$ cat config.mk
export PLATFORM = sky130hd
export DESIGN_NAME = stippled_line_stepper_unit_flat
export DESIGN_NICKNAME = d
export VERILOG_FILES = /design/src/rtl/core/slsu_pkg.sv /design/src/rtl/core/slsu_ifs.sv /design/src/rtl/core/slsu_queue.sv /design/src/rtl/core/slsu_front.sv /design/src/rtl/core/slsu_back.sv /design/src/rtl/core/stippled_line_stepper_unit.sv /design/src/flat_wrapper.sv
export VERILOG_INCLUDE_DIRS = /design/src /design/src/rtl/core
export SDC_FILE = /design/constraint.sdc
export NUM_CORES = 1
export LEC_CHECK = 0
export BUFFER_PORTS_ARGS = -buffer_cell sky130_fd_sc_hd__buf_2
export CAP_MARGIN = 0
export CORE_MARGIN = 2
export CORE_UTILIZATION = 40
export CTS_CLUSTER_DIAMETER = 200
export CTS_CLUSTER_SIZE = 12
export DETAILED_ROUTE_END_ITERATION = 16
export REMOVE_ABC_BUFFERS = 1
export SYNTH_ARGS = -nofsm -noshare
export SYNTH_HDL_FRONTEND = slang
export SYNTH_SLANG_ARGS = --single-unit
$ cat constraint.sdc
create_clock -name clk_i -period 14.9 [get_ports clk_i]
set_input_delay 0.745 -clock clk_i [delete_from_list [all_inputs] [get_ports clk_i]]
set_output_delay 0.745 -clock clk_i [all_outputs]
set_load 0.02 [all_outputs]
$ cat src/rtl/core/stippled_line_stepper_unit_defines.svh
// Assertion macros for the stippled line stepper.
`ifndef STIPPLED_LINE_STEPPER_UNIT_DEFINES_SVH
`define STIPPLED_LINE_STEPPER_UNIT_DEFINES_SVH

// Clocked assertion, disabled while reset is held.
`define SLSU_ASSERT_RST(label, clk, rst_n, prop, msg) \
  label: assert property (@(posedge clk) disable iff (!rst_n) prop) else $error(msg);

// Clocked assertion that also holds during reset.
`define SLSU_ASSERT_ALWAYS(label, clk, prop, msg) \
  label: assert property (@(posedge clk) prop) else $error(msg);

`endif

$ cat src/rtl/core/slsu_pkg.sv
// Shared constants, codes and status types of the stippled line stepper.
package slsu_pkg;

  localparam int unsigned COORD_BITS  = 10;
  localparam int unsigned PATTERN_LEN = 8;
  localparam int unsigned COLOR_BITS  = 4;
  localparam int unsigned QUEUE_DEPTH = 2;

  typedef enum logic {
    ModeStart = 1'b0,
    ModeStep  = 1'b1
  } mode_e;

  // step direction along one axis
  typedef enum logic [1:0] {
    SignNone  = 2'b00,
    SignPlus  = 2'b01,
    SignMinus = 2'b11
  } sign_e;

  typedef struct packed {
    logic full;
    logic empty;
  } q_status_t;

  typedef struct packed {
    logic busy;
    logic step_push;
  } fe_status_t;

endpackage

$ cat src/rtl/core/slsu_ifs.sv
// Request and pixel channel interfaces of the stippled line stepper.
interface slsu_in_if #(
  parameter int unsigned CoordBits = slsu_pkg::COORD_BITS
) ();
  logic                                    valid;
  logic                                    ready;
  logic                                    mode;
  logic [CoordBits-1:0]                    start_x;
  logic [CoordBits-1:0]                    start_y;
  logic [CoordBits-1:0]                    end_x;
  logic [CoordBits-1:0]                    end_y;
  logic [slsu_pkg::PATTERN_LEN-1:0]        stipple;
  logic [slsu_pkg::COLOR_BITS-1:0]         color_index;

  modport source (output valid, mode, start_x, start_y, end_x, end_y, stipple, color_index,
                  input ready);
  modport sink   (input valid, mode, start_x, start_y, end_x, end_y, stipple, color_index,
                  output ready);
endinterface

interface slsu_out_if #(
  parameter int unsigned CoordBits = slsu_pkg::COORD_BITS
) ();
  logic                            valid;
  logic                            ready;
  logic [CoordBits-1:0]            pixel_x;
  logic [CoordBits-1:0]            pixel_y;
  logic                            plot;
  logic [slsu_pkg::COLOR_BITS-1:0] pixel_color;
  logic                            last;

  modport source (output valid, pixel_x, pixel_y, plot, pixel_color, last, input ready);
  modport sink   (input valid, pixel_x, pixel_y, plot, pixel_color, last, output ready);
endinterface

$ cat src/rtl/core/slsu_queue.sv
// Small FIFO of commands between the front and back halves.
module slsu_queue #(
  parameter int unsigned Width = 8,
  parameter int unsigned Depth = slsu_pkg::QUEUE_DEPTH
) (
  input  logic                clk_i,
  input  logic                rst_ni,
  input  logic                push_i,
  input  logic [Width-1:0]    data_i,
  input  logic                pop_i,
  output logic [Width-1:0]    data_o,
  output slsu_pkg::q_status_t status_o
);

  localparam int unsigned PtrBits = (Depth > 1) ? $clog2(Depth) : 1;
  localparam int unsigned CntBits = $clog2(Depth + 1);

  logic [Width-1:0]   mem_q [Depth];
  logic [PtrBits-1:0] wr_ptr_q, wr_ptr_d, rd_ptr_q, rd_ptr_d;
  logic [CntBits-1:0] cnt_q, cnt_d;
  logic               do_push, do_pop;

  assign status_o.full  = (cnt_q == CntBits'(Depth));
  assign status_o.empty = (cnt_q == '0);
  assign do_push = push_i && !status_o.full;
  assign do_pop  = pop_i && !status_o.empty;
  assign data_o  = mem_q[rd_ptr_q];

  always_comb begin
    wr_ptr_d = wr_ptr_q;
    rd_ptr_d = rd_ptr_q;
    cnt_d    = cnt_q;
    if (do_push) begin
      wr_ptr_d = (wr_ptr_q == PtrBits'(Depth - 1)) ? '0 : wr_ptr_q + PtrBits'(1);
    end
    if (do_pop) begin
      rd_ptr_d = (rd_ptr_q == PtrBits'(Depth - 1)) ? '0 : rd_ptr_q + PtrBits'(1);
    end
    if (do_push && !do_pop) begin
      cnt_d = cnt_q + CntBits'(1);
    end else if (do_pop && !do_push) begin
      cnt_d = cnt_q - CntBits'(1);
    end
  end

  always_ff @(posedge clk_i or negedge rst_ni) begin
    if (!rst_ni) begin
      wr_ptr_q <= '0;
      rd_ptr_q <= '0;
      cnt_q    <= '0;
    end else begin
      wr_ptr_q <= wr_ptr_d;
      rd_ptr_q <= rd_ptr_d;
      cnt_q    <= cnt_d;
    end
  end

  always_ff @(posedge clk_i) begin
    if (do_push) begin
      mem_q[wr_ptr_q] <= data_i;
    end
  end

endmodule

$ cat src/rtl/core/slsu_front.sv
// Front half: takes requests, does the line setup and tracks the pixel count.
module slsu_front #(
  parameter int unsigned CoordBits = slsu_pkg::COORD_BITS,
  parameter int unsigned CmdWidth  = 8
) (
  input  logic                 clk_i,
  input  logic                 rst_ni,
  slsu_in_if.sink              req_i,
  input  logic                 q_full_i,
  output logic                 push_o,
  output logic [CmdWidth-1:0]  cmd_o,
  output slsu_pkg::fe_status_t status_o
);

  typedef struct packed {
    logic                            is_start;
    logic                            last;
    logic [CoordBits-1:0]            x;
    logic [CoordBits-1:0]            y;
    logic [CoordBits-1:0]            abs_dx;
    logic [CoordBits-1:0]            abs_dy;
    slsu_pkg::sign_e                 sign_x;
    slsu_pkg::sign_e                 sign_y;
    logic                            x_major;
    logic [CoordBits:0]              err;
    logic [slsu_pkg::PATTERN_LEN-1:0] pattern;
    logic [slsu_pkg::COLOR_BITS-1:0] color;
  } cmd_t;

  cmd_t                 cmd;
  logic                 busy_q, busy_d;
  logic [CoordBits:0]   rem_q, rem_d;
  logic                 accept, is_start, step_ok;
  logic [CoordBits-1:0] abs_dx, abs_dy, major_len;
  slsu_pkg::sign_e      sign_x, sign_y;
  logic                 x_major;

  always_comb begin
    if (req_i.end_x > req_i.start_x) begin
      abs_dx = req_i.end_x - req_i.start_x;
      sign_x = slsu_pkg::SignPlus;
    end else if (req_i.start_x > req_i.end_x) begin
      abs_dx = req_i.start_x - req_i.end_x;
      sign_x = slsu_pkg::SignMinus;
    end else begin
      abs_dx = '0;
      sign_x = slsu_pkg::SignNone;
    end
    if (req_i.end_y > req_i.start_y) begin
      abs_dy = req_i.end_y - req_i.start_y;
      sign_y = slsu_pkg::SignPlus;
    end else if (req_i.start_y > req_i.end_y) begin
      abs_dy = req_i.start_y - req_i.end_y;
      sign_y = slsu_pkg::SignMinus;
    end else begin
      abs_dy = '0;
      sign_y = slsu_pkg::SignNone;
    end
  end

  assign x_major   = (abs_dx >= abs_dy);
  assign major_len = x_major ? abs_dx : abs_dy;

  assign req_i.ready = !q_full_i;
  assign accept      = req_i.valid && !q_full_i;
  assign is_start    = (req_i.mode == slsu_pkg::ModeStart);
  assign step_ok     = accept && !is_start && busy_q;

  // line length bookkeeping: steps while idle are dropped here
  always_comb begin
    busy_d = busy_q;
    rem_d  = rem_q;
    if (accept && is_start) begin
      busy_d = 1'b1;
      rem_d  = {1'b0, major_len} + (CoordBits+1)'(1);
    end else if (step_ok) begin
      rem_d  = rem_q - (CoordBits+1)'(1);
      busy_d = (rem_d != '0);
    end
  end

  always_comb begin
    cmd.is_start = is_start;
    cmd.last     = (rem_d == '0);
    cmd.x        = req_i.start_x;
    cmd.y        = req_i.start_y;
    cmd.abs_dx   = abs_dx;
    cmd.abs_dy   = abs_dy;
    cmd.sign_x   = sign_x;
    cmd.sign_y   = sign_y;
    cmd.x_major  = x_major;
    cmd.err      = {1'b0, major_len} >> 1;
    cmd.pattern  = req_i.stipple;
    cmd.color    = req_i.color_index;
  end

  assign push_o             = accept && (is_start || busy_q);
  assign cmd_o              = CmdWidth'(cmd);
  assign status_o.busy      = busy_q;
  assign status_o.step_push = step_ok;

  always_ff @(posedge clk_i or negedge rst_ni) begin
    if (!rst_ni) begin
      busy_q <= 1'b0;
      rem_q  <= '0;
    end else begin
      busy_q <= busy_d;
      rem_q  <= rem_d;
    end
  end

endmodule

$ cat src/rtl/core/slsu_back.sv
// Back half: walks the line one pixel per step command and holds the pixel register.
module slsu_back #(
  parameter int unsigned CoordBits = slsu_pkg::COORD_BITS,
  parameter int unsigned CmdWidth  = 8
) (
  input  logic                clk_i,
  input  logic                rst_ni,
  input  logic [CmdWidth-1:0] cmd_i,
  input  logic                q_empty_i,
  output logic                pop_o,
  slsu_out_if.source          pix_o
);

  typedef struct packed {
    logic                            is_start;
    logic                            last;
    logic [CoordBits-1:0]            x;
    logic [CoordBits-1:0]            y;
    logic [CoordBits-1:0]            abs_dx;
    logic [CoordBits-1:0]            abs_dy;
    slsu_pkg::sign_e                 sign_x;
    slsu_pkg::sign_e                 sign_y;
    logic                            x_major;
    logic [CoordBits:0]              err;
    logic [slsu_pkg::PATTERN_LEN-1:0] pattern;
    logic [slsu_pkg::COLOR_BITS-1:0] color;
  } cmd_t;

  localparam int unsigned SelBits = $clog2(slsu_pkg::PATTERN_LEN);

  function automatic logic [CoordBits-1:0] step_coord(input logic [CoordBits-1:0] v,
                                                      input slsu_pkg::sign_e s);
    case (s)
      slsu_pkg::SignPlus:  step_coord = v + CoordBits'(1);
      slsu_pkg::SignMinus: step_coord = v - CoordBits'(1);
      default:             step_coord = v;
    endcase
  endfunction

  cmd_t                 cmd;
  logic [CoordBits-1:0] cur_x_q, cur_x_d, cur_y_q, cur_y_d, abs_dx_q, abs_dy_q;
  logic [CoordBits-1:0] major_len, minor_len, mid_x, mid_y, major_pos;
  logic [CoordBits:0]   err_q, err_d, err_sum;
  slsu_pkg::sign_e      sign_x_q, sign_y_q;
  logic                 x_major_q;
  logic [slsu_pkg::PATTERN_LEN-1:0] pattern_q;
  logic [slsu_pkg::COLOR_BITS-1:0]  color_q;
  logic                 out_valid_q, out_free, do_step, take_minor;

  assign cmd      = cmd_t'(cmd_i);
  assign out_free = !out_valid_q || pix_o.ready;
  assign pop_o    = !q_empty_i && (cmd.is_start || out_free);
  assign do_step  = pop_o && !cmd.is_start;

  // minor axis moves first, then the pixel is taken, then the major axis moves
  always_comb begin
    major_len  = x_major_q ? abs_dx_q : abs_dy_q;
    minor_len  = x_major_q ? abs_dy_q : abs_dx_q;
    err_sum    = err_q + {1'b0, minor_len};
    take_minor = (err_sum >= {1'b0, major_len});
    err_d      = take_minor ? err_sum - {1'b0, major_len} : err_sum;
    mid_x      = cur_x_q;
    mid_y      = cur_y_q;
    if (take_minor) begin
      if (x_major_q) begin
        mid_y = step_coord(cur_y_q, sign_y_q);
      end else begin
        mid_x = step_coord(cur_x_q, sign_x_q);
      end
    end
    major_pos = x_major_q ? mid_x : mid_y;
    cur_x_d   = x_major_q ? step_coord(mid_x, sign_x_q) : mid_x;
    cur_y_d   = x_major_q ? mid_y : step_coord(mid_y, sign_y_q);
  end

  always_ff @(posedge clk_i) begin
    if (pop_o && cmd.is_start) begin
      cur_x_q   <= cmd.x;
      cur_y_q   <= cmd.y;
      abs_dx_q  <= cmd.abs_dx;
      abs_dy_q  <= cmd.abs_dy;
      sign_x_q  <= cmd.sign_x;
      sign_y_q  <= cmd.sign_y;
      x_major_q <= cmd.x_major;
      err_q     <= cmd.err;
      pattern_q <= cmd.pattern;
      color_q   <= cmd.color;
    end else if (do_step) begin
      cur_x_q <= cur_x_d;
      cur_y_q <= cur_y_d;
      err_q   <= err_d;
    end
  end

  always_ff @(posedge clk_i) begin
    if (do_step) begin
      pix_o.pixel_x     <= mid_x;
      pix_o.pixel_y     <= mid_y;
      pix_o.plot        <= pattern_q[major_pos[SelBits-1:0]];
      pix_o.pixel_color <= color_q;
      pix_o.last        <= cmd.last;
    end
  end

  always_ff @(posedge clk_i or negedge rst_ni) begin
    if (!rst_ni) begin
      out_valid_q <= 1'b0;
    end else if (do_step) begin
      out_valid_q <= 1'b1;
    end else if (pix_o.ready) begin
      out_valid_q <= 1'b0;
    end
  end

  assign pix_o.valid = out_valid_q;

endmodule

$ cat src/rtl/core/stippled_line_stepper_unit.sv
// Top level of the stippled line stepper: front, command queue and back.
//
// Stippled Bresenham line stepper. A request with mode start loads both
// endpoints, the 8-bit dash pattern and the color index and produces no
// pixel; each following request with mode step produces exactly one pixel
// (column, row, plot bit, color, last flag) until the pixel marked last has
// been issued. A step while no line is active is dropped without a pixel, and
// a start while a line is active abandons it. A line has (major length + 1)
// pixels; a zero-length line gives one pixel marked last. The plot bit is the
// pattern bit picked by the major coordinate modulo 8. The front half does
// the endpoint setup and the pixel count and drops idle steps; a two-entry
// command queue separates it from the back half, which updates the error term
// and coordinates and owns the pixel output register. Throughput is one
// request per clock, sustained while the pixel sink keeps ready high; it is
// set by the back half's combinational error add, compare and subtract. An
// accepted step is written into the queue, popped by the back half once its
// output register is free, and held there as the pixel until the sink takes it.
// Ready on the request side depends only on queue fullness, never combinationally
// on the pixel sink. Queue storage is not reset; its count is, so no clearing pass.
`include "stippled_line_stepper_unit_defines.svh"

module stippled_line_stepper_unit #(
  parameter int unsigned COORD_BITS = slsu_pkg::COORD_BITS
) (
  input  logic       clk_i,
  input  logic       rst_ni,
  slsu_in_if.sink    req_i,
  slsu_out_if.source pix_o
);

  // command word: is_start, last, x, y, abs_dx, abs_dy, two signs, x_major,
  // error seed, pattern and color
  localparam int unsigned CmdWidth = 2 + 4 * COORD_BITS + 2 * 2 + 1 + (COORD_BITS + 1)
                                     + slsu_pkg::PATTERN_LEN + slsu_pkg::COLOR_BITS;

  logic                 push, pop;
  logic [CmdWidth-1:0]  cmd_in, cmd_out;
  slsu_pkg::q_status_t  q_stat;
  slsu_pkg::fe_status_t fe_stat;

  slsu_front #(
    .CoordBits (COORD_BITS),
    .CmdWidth  (CmdWidth)
  ) u_front (
    .clk_i    (clk_i),
    .rst_ni   (rst_ni),
    .req_i    (req_i),
    .q_full_i (q_stat.full),
    .push_o   (push),
    .cmd_o    (cmd_in),
    .status_o (fe_stat)
  );

  slsu_queue #(
    .Width (CmdWidth),
    .Depth (slsu_pkg::QUEUE_DEPTH)
  ) u_queue (
    .clk_i    (clk_i),
    .rst_ni   (rst_ni),
    .push_i   (push),
    .data_i   (cmd_in),
    .pop_i    (pop),
    .data_o   (cmd_out),
    .status_o (q_stat)
  );

  slsu_back #(
    .CoordBits (COORD_BITS),
    .CmdWidth  (CmdWidth)
  ) u_back (
    .clk_i     (clk_i),
    .rst_ni    (rst_ni),
    .cmd_i     (cmd_out),
    .q_empty_i (q_stat.empty),
    .pop_o     (pop),
    .pix_o     (pix_o)
  );

  // queue can never be full and empty at once
  `SLSU_ASSERT_ALWAYS(a_queue_sane, clk_i, !(q_stat.full && q_stat.empty), "queue full and empty")
  // requests are held off exactly when the queue is full
  `SLSU_ASSERT_RST(a_ready_full, clk_i, rst_ni, req_i.ready == !q_stat.full, "ready mismatch")
  // a line only ends on an accepted step
  `SLSU_ASSERT_RST(a_line_end, clk_i, rst_ni, $fell(fe_stat.busy) |-> $past(fe_stat.step_push), "line ended without step")

endmodule

$ cat src/flat_wrapper.sv
// flat-port wrapper written by rule: the top's interface ports become plain ports
module stippled_line_stepper_unit_flat 
#(
  parameter int unsigned COORD_BITS = slsu_pkg::COORD_BITS
)
  (clk_i, rst_ni, req_i_valid, req_i_mode, req_i_start_x, req_i_start_y, req_i_end_x, req_i_end_y, req_i_stipple, req_i_color_index, req_i_ready, pix_o_valid, pix_o_pixel_x, pix_o_pixel_y, pix_o_plot, pix_o_pixel_color, pix_o_last, pix_o_ready);
  slsu_in_if req_i_i ();
  slsu_out_if pix_o_i ();
  input  logic clk_i;
  input  logic rst_ni;
  input wire logic [$bits(req_i_i.valid)-1:0] req_i_valid;
  input wire logic [$bits(req_i_i.mode)-1:0] req_i_mode;
  input wire logic [$bits(req_i_i.start_x)-1:0] req_i_start_x;
  input wire logic [$bits(req_i_i.start_y)-1:0] req_i_start_y;
  input wire logic [$bits(req_i_i.end_x)-1:0] req_i_end_x;
  input wire logic [$bits(req_i_i.end_y)-1:0] req_i_end_y;
  input wire logic [$bits(req_i_i.stipple)-1:0] req_i_stipple;
  input wire logic [$bits(req_i_i.color_index)-1:0] req_i_color_index;
  output wire logic [$bits(req_i_i.ready)-1:0] req_i_ready;
  output wire logic [$bits(pix_o_i.valid)-1:0] pix_o_valid;
  output wire logic [$bits(pix_o_i.pixel_x)-1:0] pix_o_pixel_x;
  output wire logic [$bits(pix_o_i.pixel_y)-1:0] pix_o_pixel_y;
  output wire logic [$bits(pix_o_i.plot)-1:0] pix_o_plot;
  output wire logic [$bits(pix_o_i.pixel_color)-1:0] pix_o_pixel_color;
  output wire logic [$bits(pix_o_i.last)-1:0] pix_o_last;
  input wire logic [$bits(pix_o_i.ready)-1:0] pix_o_ready;
  assign req_i_i.valid = req_i_valid;
  assign req_i_i.mode = req_i_mode;
  assign req_i_i.start_x = req_i_start_x;
  assign req_i_i.start_y = req_i_start_y;
  assign req_i_i.end_x = req_i_end_x;
  assign req_i_i.end_y = req_i_end_y;
  assign req_i_i.stipple = req_i_stipple;
  assign req_i_i.color_index = req_i_color_index;
  assign req_i_ready = req_i_i.ready;
  assign pix_o_valid = pix_o_i.valid;
  assign pix_o_pixel_x = pix_o_i.pixel_x;
  assign pix_o_pixel_y = pix_o_i.pixel_y;
  assign pix_o_plot = pix_o_i.plot;
  assign pix_o_pixel_color = pix_o_i.pixel_color;
  assign pix_o_last = pix_o_i.last;
  assign pix_o_i.ready = pix_o_ready;
  stippled_line_stepper_unit #(.COORD_BITS(COORD_BITS)) u_core (.clk_i(clk_i), .rst_ni(rst_ni), .req_i(req_i_i), .pix_o(pix_o_i));
endmodule
==> results.sh, run 1 <==
export IMPL_die_w_um=199.0
export IMPL_setup_viol=0
export IMPL_synth_cells=1353
export IMPL_cpMaxStageDelayCell="o41ai_1"
export IMPL_vias=10575
export IMPL_yosys_warnings=0
export IMPL_dr_pass1_iters=5
export IMPL_final_layout_size_suffix_gt1_frac=0.1567
export IMPL_status="completed"
export IMPL_clkLatencyLatePin_ps=540
export IMPL_ant_nets=0
export IMPL_avgViaCountPerCell=5.431
export IMPL_yosys_area_top_type="edfxtp_1"
export IMPL_min_period_ps=7422
export IMPL_place_congestion=0.8424
export IMPL_finClkSkew_ps=21.80
export IMPL_finalMaxSlewViolations=0
export IMPL_worst_setup_path_start_kind="flop"
export IMPL_drt_iter0_drc=636
export IMPL_io_buffers=84
export IMPL_syn_avg_cell_area_sq_um=11.24
export IMPL_cts_resized=0
export IMPL_critPathArrivalTime_ps=7800
export IMPL_final_cell_mix="230 x edfxtp_1, 106 x inv_1, 106 x ha_1"
export IMPL_grt_start_max_net_pins=59
export IMPL_finalCritPeriodShare=0.4981
export IMPL_post_cts_buffers=0
export IMPL_slowest_delay_ps=630
export IMPL_hpwlAfterDp_um=25790
export IMPL_hold_path_class="in -> async"
export IMPL_cts_tree="built"
export IMPL_cts_buffer_depth=3
export IMPL_ys_types=92
export IMPL_core_area_sq_um=37580
export IMPL_multiInputGateArea_sq_um=7258
export IMPL_worstSetupPathType="reg -> reg"
export IMPL_max_cap_viol_count=0
export IMPL_grt_antenna_before_repair=0
export IMPL_syn_to_final_growth_pct=10.53
export IMPL_nets=1599
export IMPL_grt_overflow=0
export IMPL_nFillCells=3505
export IMPL_final_hold_viol_count=0
export IMPL_critPathRequiredTime_ps=15280
export IMPL_netlist_top_cells_area="edfxtp_1 45%, ha_1 8.7%, mux2_2 3.8%"
export IMPL_synthArstFlopShare=0.06883
export IMPL_grt_pass1_vias=10343
export IMPL_routed_wl_um=36630
export IMPL_layout_commonest_cell="edfxtp_1"
export IMPL_syn_area_sq_um=15200
export IMPL_drc=0
export IMPL_track_usage=0.1864
export IMPL_io_pin_count=85
export IMPL_clkTransAtPathRegs_ps=70
export IMPL_yosysSeqAreaShare=0.4823
export IMPL_rows=71
export IMPL_cts_sinks=247
export IMPL_fmax_mhz=134.7
export IMPL_ys_flop_type="edfxtp_1"
export IMPL_path_max_fanout=32
export IMPL_tns_ps=0
export IMPL_postCtsHoldBufs=0
export IMPL_cts_htree_levels=1
export IMPL_synth_edf_count=230
export IMPL_tightest_slew_ps=1046
export IMPL_die_area_sq_um=39580
export IMPL_grt_pass1_wl_um=57610
export IMPL_rsz0062_at_grt="no"
export IMPL_clockRootBuffer="clkbuf_16"
export IMPL_regArea_sq_um=7336
export IMPL_relSlewSlack=0.3009
export IMPL_die_h_um=199.0
export IMPL_start_util=0.4046
export IMPL_fin_util=0.4471
export IMPL_ys_seq_elements=247
export IMPL_wire_per_inst_um=18.81
export IMPL_numCtsBuffers=24
export IMPL_end_kind="flop"
export IMPL_antenna_cells=0
export IMPL_yosysTopAreaCellShare=0.4543
==> cells in the mapped netlist (17+ instances only) <==
library cell / count
a211oi_1: 25
a21o_1: 28
a21oi_1: 80
clkbuf_1: 32
dfrtp_1: 17
edfxtp_1: 230
ha_1: 106
inv_1: 106
mux2_2: 51
mux2i_1: 44
nand2_1: 75
nand2b_1: 27
nand3_1: 28
nor2_1: 81
nor2b_1: 18
nor3_1: 30
o21ai_0: 72
xnor2_1: 38
xor2_1: 23
==> worst paths after layout <==
kind / slack, ps / cells after the start / to / start
max: 7480 / 32 / u_core.u_back.cur_y_q[8]$_DFFE_PP_ / u_core.u_back.x_major_q$_DFFE_PP_
min: 130 / 1 / u_core.u_queue.cnt_q[1]$_DFFE_PN0P_ / rst_ni
max reg2reg: 7480 / 32 / u_core.u_back.cur_y_q[8]$_DFFE_PP_ / u_core.u_back.x_major_q$_DFFE_PP_
min reg2reg: 420 / 0 / u_core.u_back.pix_o.pixel_color[1]$_DFFE_PP_ / u_core.u_back.color_q[1]$_DFFE_PP_
max in group asynchronous: 14440 / 1 / u_core.u_queue.rd_ptr_q$_DFFE_PN0P_ / rst_ni
min in group clk_i: 400 / 1 / u_core.u_queue.mem_q[1][2]$_DFFE_PP_ / req_i_color_index[2]
==> state kept, by name, indices dropped and copies added (netlist names), 4 cells and up <==
register and flops:
u_core.u_back.color_q 4, u_core.u_back.abs_dy_q 10, u_core.u_back.err_q 11, u_core.u_back.pix_o.pixel_color 4, u_core.u_back.pix_o.pixel_x 10, u_core.u_back.pattern_q 8
u_core.u_back.pix_o.pixel_y 10, u_core.u_back.cur_y_q 10, u_core.u_back.abs_dx_q 10, u_core.u_back.cur_x_q 10, u_core.u_front.rem_q 11, u_core.u_queue.mem_q 136
==> worst max-delay path: cells and delay by family (launching register included) <==
| family | cells | cell delay (ps) |
|---|---|---|
| adder cells (fa/ha/maj) | 3 | 990 |
| XOR/XNOR | 2 | 330 |
| multiplexers | 1 | 390 |
| buffers and inverters | 3 | 730 |
| AO/OA/AOI/OAI | 14 | 3110 |
| flip-flops | 1 | 320 |
| AND/OR/NAND/NOR | 9 | 1370 |
==> cell type report <==
cell class	instances	share of cell area
clock inverter	2	0.001340
multi-input combinational	950	0.4320
timing repair buffer	95	0.02994
sequential	247	0.4366
tap	511	0.03805
inverter	108	0.02413
clock buffer	34	0.03798
==> per-layer routing <==
| layer | track usage | wire length, um |
|---|---|---|
| met4 | 0.04174 | 724 |
| met5 | 0 | 0 |
| met1 | 0.2640 | 17300 |
| met2 | 0.3085 | 17150 |
| met3 | 0.01967 | 1452 |
==> logic make-up after synthesis <==
family / count (synthesis) / share of synthesized area
DFF: 247 / 0.4823
adders and majority gates: 116 / 0.1004
and+or+nand+nor: 324 / 0.1077
xor gates and xnor gates: 61 / 0.03514
muxes: 97 / 0.06971
buffers and inverters: 156 / 0.04165
AOI/OAI and AO/OA: 352 / 0.1630
==> per-stage QoR <==
step / area, sq um / instances / hold slack [ps] / setup slack (ps)
after CTS: 16800 / 1947 / 116.9 / 7497
after global routing: 16800 / 1947 / 140.8 / 6791
after floorplan: 14970 / 1305 / 400.3 / 8154
after detailed placement: 16140 / 1911 / 409.3 / 7552
final: 16800 / 1947 / 130.7 / 7478
after global placement: 16140 / 1911 / 400.6 / 7639
Power of run 1 is left out: the tool's default activity adds up to more than one toggle a clock period on the data nets, which glitch-free logic cannot reach.
==> run 2, diff against run 1 <==
Clock period 14.9 ns to 6.4 ns, I/O delays scaled along.
==> run 2 against run 1 <==
Non-clock buffer count up 42. Critical path depth down 5. Fmax up 22%. Wire length about the same. Clock skew down 3.4 ps. Utilization up 1.3 points. Global-route usage down 0.050 points. Sequential share of layout area down 1.2 points. Die area unchanged. Sequential cell count unchanged. First-iteration DRC count up 17%. Setup slack worse by 7200 ps. Largest cell class is now multi-input gates.
==> results.sh, run 2 (same netlist as run 1, synthesis figures left out) <==
export IMPL_ff2ff_path_depth=27
export IMPL_slowest_delay_ps=470
export IMPL_fmax_mhz=164.0
export IMPL_io_buffers=84
export IMPL_cp_num_cells=27
export IMPL_whs_path_depth=1
export IMPL_largest_register_ff_count=136
export IMPL_routed_wl_um=36620
export IMPL_clkLatencyLatePin_ps=530
export IMPL_reg2reg_slack_ps=300
export IMPL_top_register="u_core.u_queue.mem_q"
export IMPL_die_h_um=199.0
export IMPL_io_pin_count=85
export IMPL_cts_htree_levels=1
export IMPL_grt_pass1_wl_um=57350
export IMPL_timing_rr_end="u_core.u_back.cur_y_q[9]$_DFFE_PP_"
export IMPL_nets=1641
export IMPL_tightest_slew_ps=1081
export IMPL_wire_per_inst_um=18.43
export IMPL_die_area_sq_um=39580
export IMPL_vias=10801
export IMPL_grt_overflow=0
export IMPL_finalCritPeriodShare=0.9530
export IMPL_drt_iter0_drc=746
export IMPL_crit_family="compound AO/OA/AOI/OAI gates"
export IMPL_rows=71
export IMPL_cp_common_cell="ha_1"
export IMPL_whs_endpoint="u_core.u_queue.mem_q[0][54]$_DFFE_PP_"
export IMPL_cts_sinks=247
export IMPL_numCtsBuffers=24
export IMPL_finClkSkew_ps=18.43
export IMPL_start_util=0.4046
export IMPL_finalMaxSlewViolations=0
export IMPL_worst_setup_path_start_kind="flop"
export IMPL_grt_start_max_net_pins=54
export IMPL_final_hold_viol_count=0
export IMPL_cpMaxStageDelayCell="or4b_4"
export IMPL_place_congestion=0.8750
export IMPL_grt_antenna_before_repair=0
export IMPL_die_w_um=199.0
export IMPL_setup_viol=0
export IMPL_clockRootBuffer="clkbuf_16"
export IMPL_hold_path_class="in -> reg"
export IMPL_critPathRequiredTime_ps=6680
export IMPL_path_max_fanout=6
export IMPL_min_period_ps=6099
export IMPL_layout_commonest_cell="edfxtp_1"
export IMPL_antenna_cells=0
export IMPL_syn_to_final_growth_pct=13.64
export IMPL_dr_pass1_iters=5
export IMPL_relSlewSlack=0.2796
export IMPL_worstSetupPathType="reg -> reg"
export IMPL_avgViaCountPerCell=5.436
export IMPL_core_area_sq_um=37580
export IMPL_status="completed"
export IMPL_r2r_start="u_core.u_back.x_major_q$_DFFE_PP_"
export IMPL_grt_pass1_vias=10454
export IMPL_largest_registers="u_core.u_queue.mem_q (136), u_core.u_back.err_q (11), u_core.u_front.rem_q (11)"
export IMPL_path_buf_inv=3
export IMPL_cts_tree="built"
export IMPL_fin_util=0.4597
export IMPL_drc=0
export IMPL_final_cell_mix="230 x edfxtp_1, 106 x inv_1, 105 x ha_1"
export IMPL_critPathArrivalTime_ps=6380
export IMPL_end_kind="flop"
export IMPL_cts_buffer_depth=3
export IMPL_final_layout_size_suffix_gt1_frac=0.1816
export IMPL_track_usage=0.1859
export IMPL_max_cap_viol_count=0
export IMPL_min_from="req_i_start_y[8]"
export IMPL_hpwlAfterDp_um=26120
export IMPL_clkTransAtPathRegs_ps=60
export IMPL_ant_nets=0
run 2: cell types whose count changed in the layout (fill, tap and decap cells not counted), sizes merged:
cell	before	now
clkbuf	34	33
dlygate4sd3	0	14
clkinv	1	0
buf	95	123
run 2: how the worst max path moves through the flow:
| stage | startpoint | end | slack (ps) |
|---|---|---|---|
| 2_1_floorplan | u_core.u_back.x_major_q$_DFFE_PP_ | u_core.u_back.cur_x_q[9]$_DFFE_PP_ | -350 |
| 3_3_place_gp | u_core.u_back.x_major_q$_DFFE_PP_ | u_core.u_back.cur_y_q[8]$_DFFE_PP_ | 10 |
| 3_5_place_dp | u_core.u_back.x_major_q$_DFFE_PP_ | u_core.u_back.cur_x_q[8]$_DFFE_PP_ | -100 |
| 4_1_cts | u_core.u_back.x_major_q$_DFFE_PP_ | u_core.u_back.cur_y_q[8]$_DFFE_PP_ | 110 |
| 5_1_grt | u_core.u_back.x_major_q$_DFFE_PP_ | u_core.u_back.cur_y_q[8]$_DFFE_PP_ | -50 |
| 6_report | u_core.u_back.x_major_q$_DFFE_PP_ | u_core.u_back.cur_y_q[9]$_DFFE_PP_ | 300 |
run 2: routing by layer:
layer	share of wire	GRT usage	vias up
li1	-	-	5259
met2	0.46	0.3029	231
met1	0.48	0.2648	5262
met3	0.040	0.02052	49
met5	0	0	-
met4	0.023	0.04588	0
run 2: through the flow:
| step | setup slack, ps | hold slack, ps | instances | setup TNS, ps | instance area [sq um] |
|---|---|---|---|---|---|
| 2_1_floorplan | -345.9 | 24.41 | 1305 | -1703 | 14970 |
| 3_3_place_gp | 12.05 | 283.0 | 1931 | 0 | 16290 |
| 3_5_place_dp | -97.94 | 285.9 | 1931 | -352.9 | 16290 |
| 4_1_cts | 106.7 | 6.804 | 1980 | 0 | 17110 |
| 5_1_grt | -53.96 | 10.59 | 1987 | -108.8 | 17280 |
| 6_report | 301.1 | 20.48 | 1987 | 0 | 17280 |
run 2: timing repair:
| item | 4_1_cts | 5_1_grt |
|---|---|---|
| endpoints found under the setup margin | 4 | 11 |
| pin swaps | 0 | 13 |
| resized for setup | 1 | 28 |
| endpoints found under the hold margin | 43 | 0 |
| setup buffers | 1 | 7 |
| hold buffers | 14 | 0 |
run 2: area by class of cell:
cell class	count	area, sq um
clock inverter	1	6.256
clock buffer	33	655.6
tap	511	639.4
multi-input combinational	950	7361
timing repair buffer	137	872.1
inverter	108	405.4
fill	3492	20300
sequential	247	7336
run 2: worst register-to-register path, cell delays in order (launching register included):
cell	delay [ps]
edfxtp_1	390
buf_6	160
mux2_2	340
ha_1	200
a21o_1	190
a21oi_2	140
o21bai_1	100
a21oi_2	160
o21ai_0	100
a21oi_1	220
xnor2_1	140
ha_1	350
nand4_1	120
nor2_2	60
a21boi_2	160
o41ai_2	310
nand3b_1	290
buf_6	210
nand3_1	140
mux2i_1	250
inv_1	110
ha_1	320
or4b_4	470
a31o_2	260
a31oi_4	180
mux2i_1	240
xnor2_1	80
o21a_1	160
Power of run 2 is left out for the same reason.
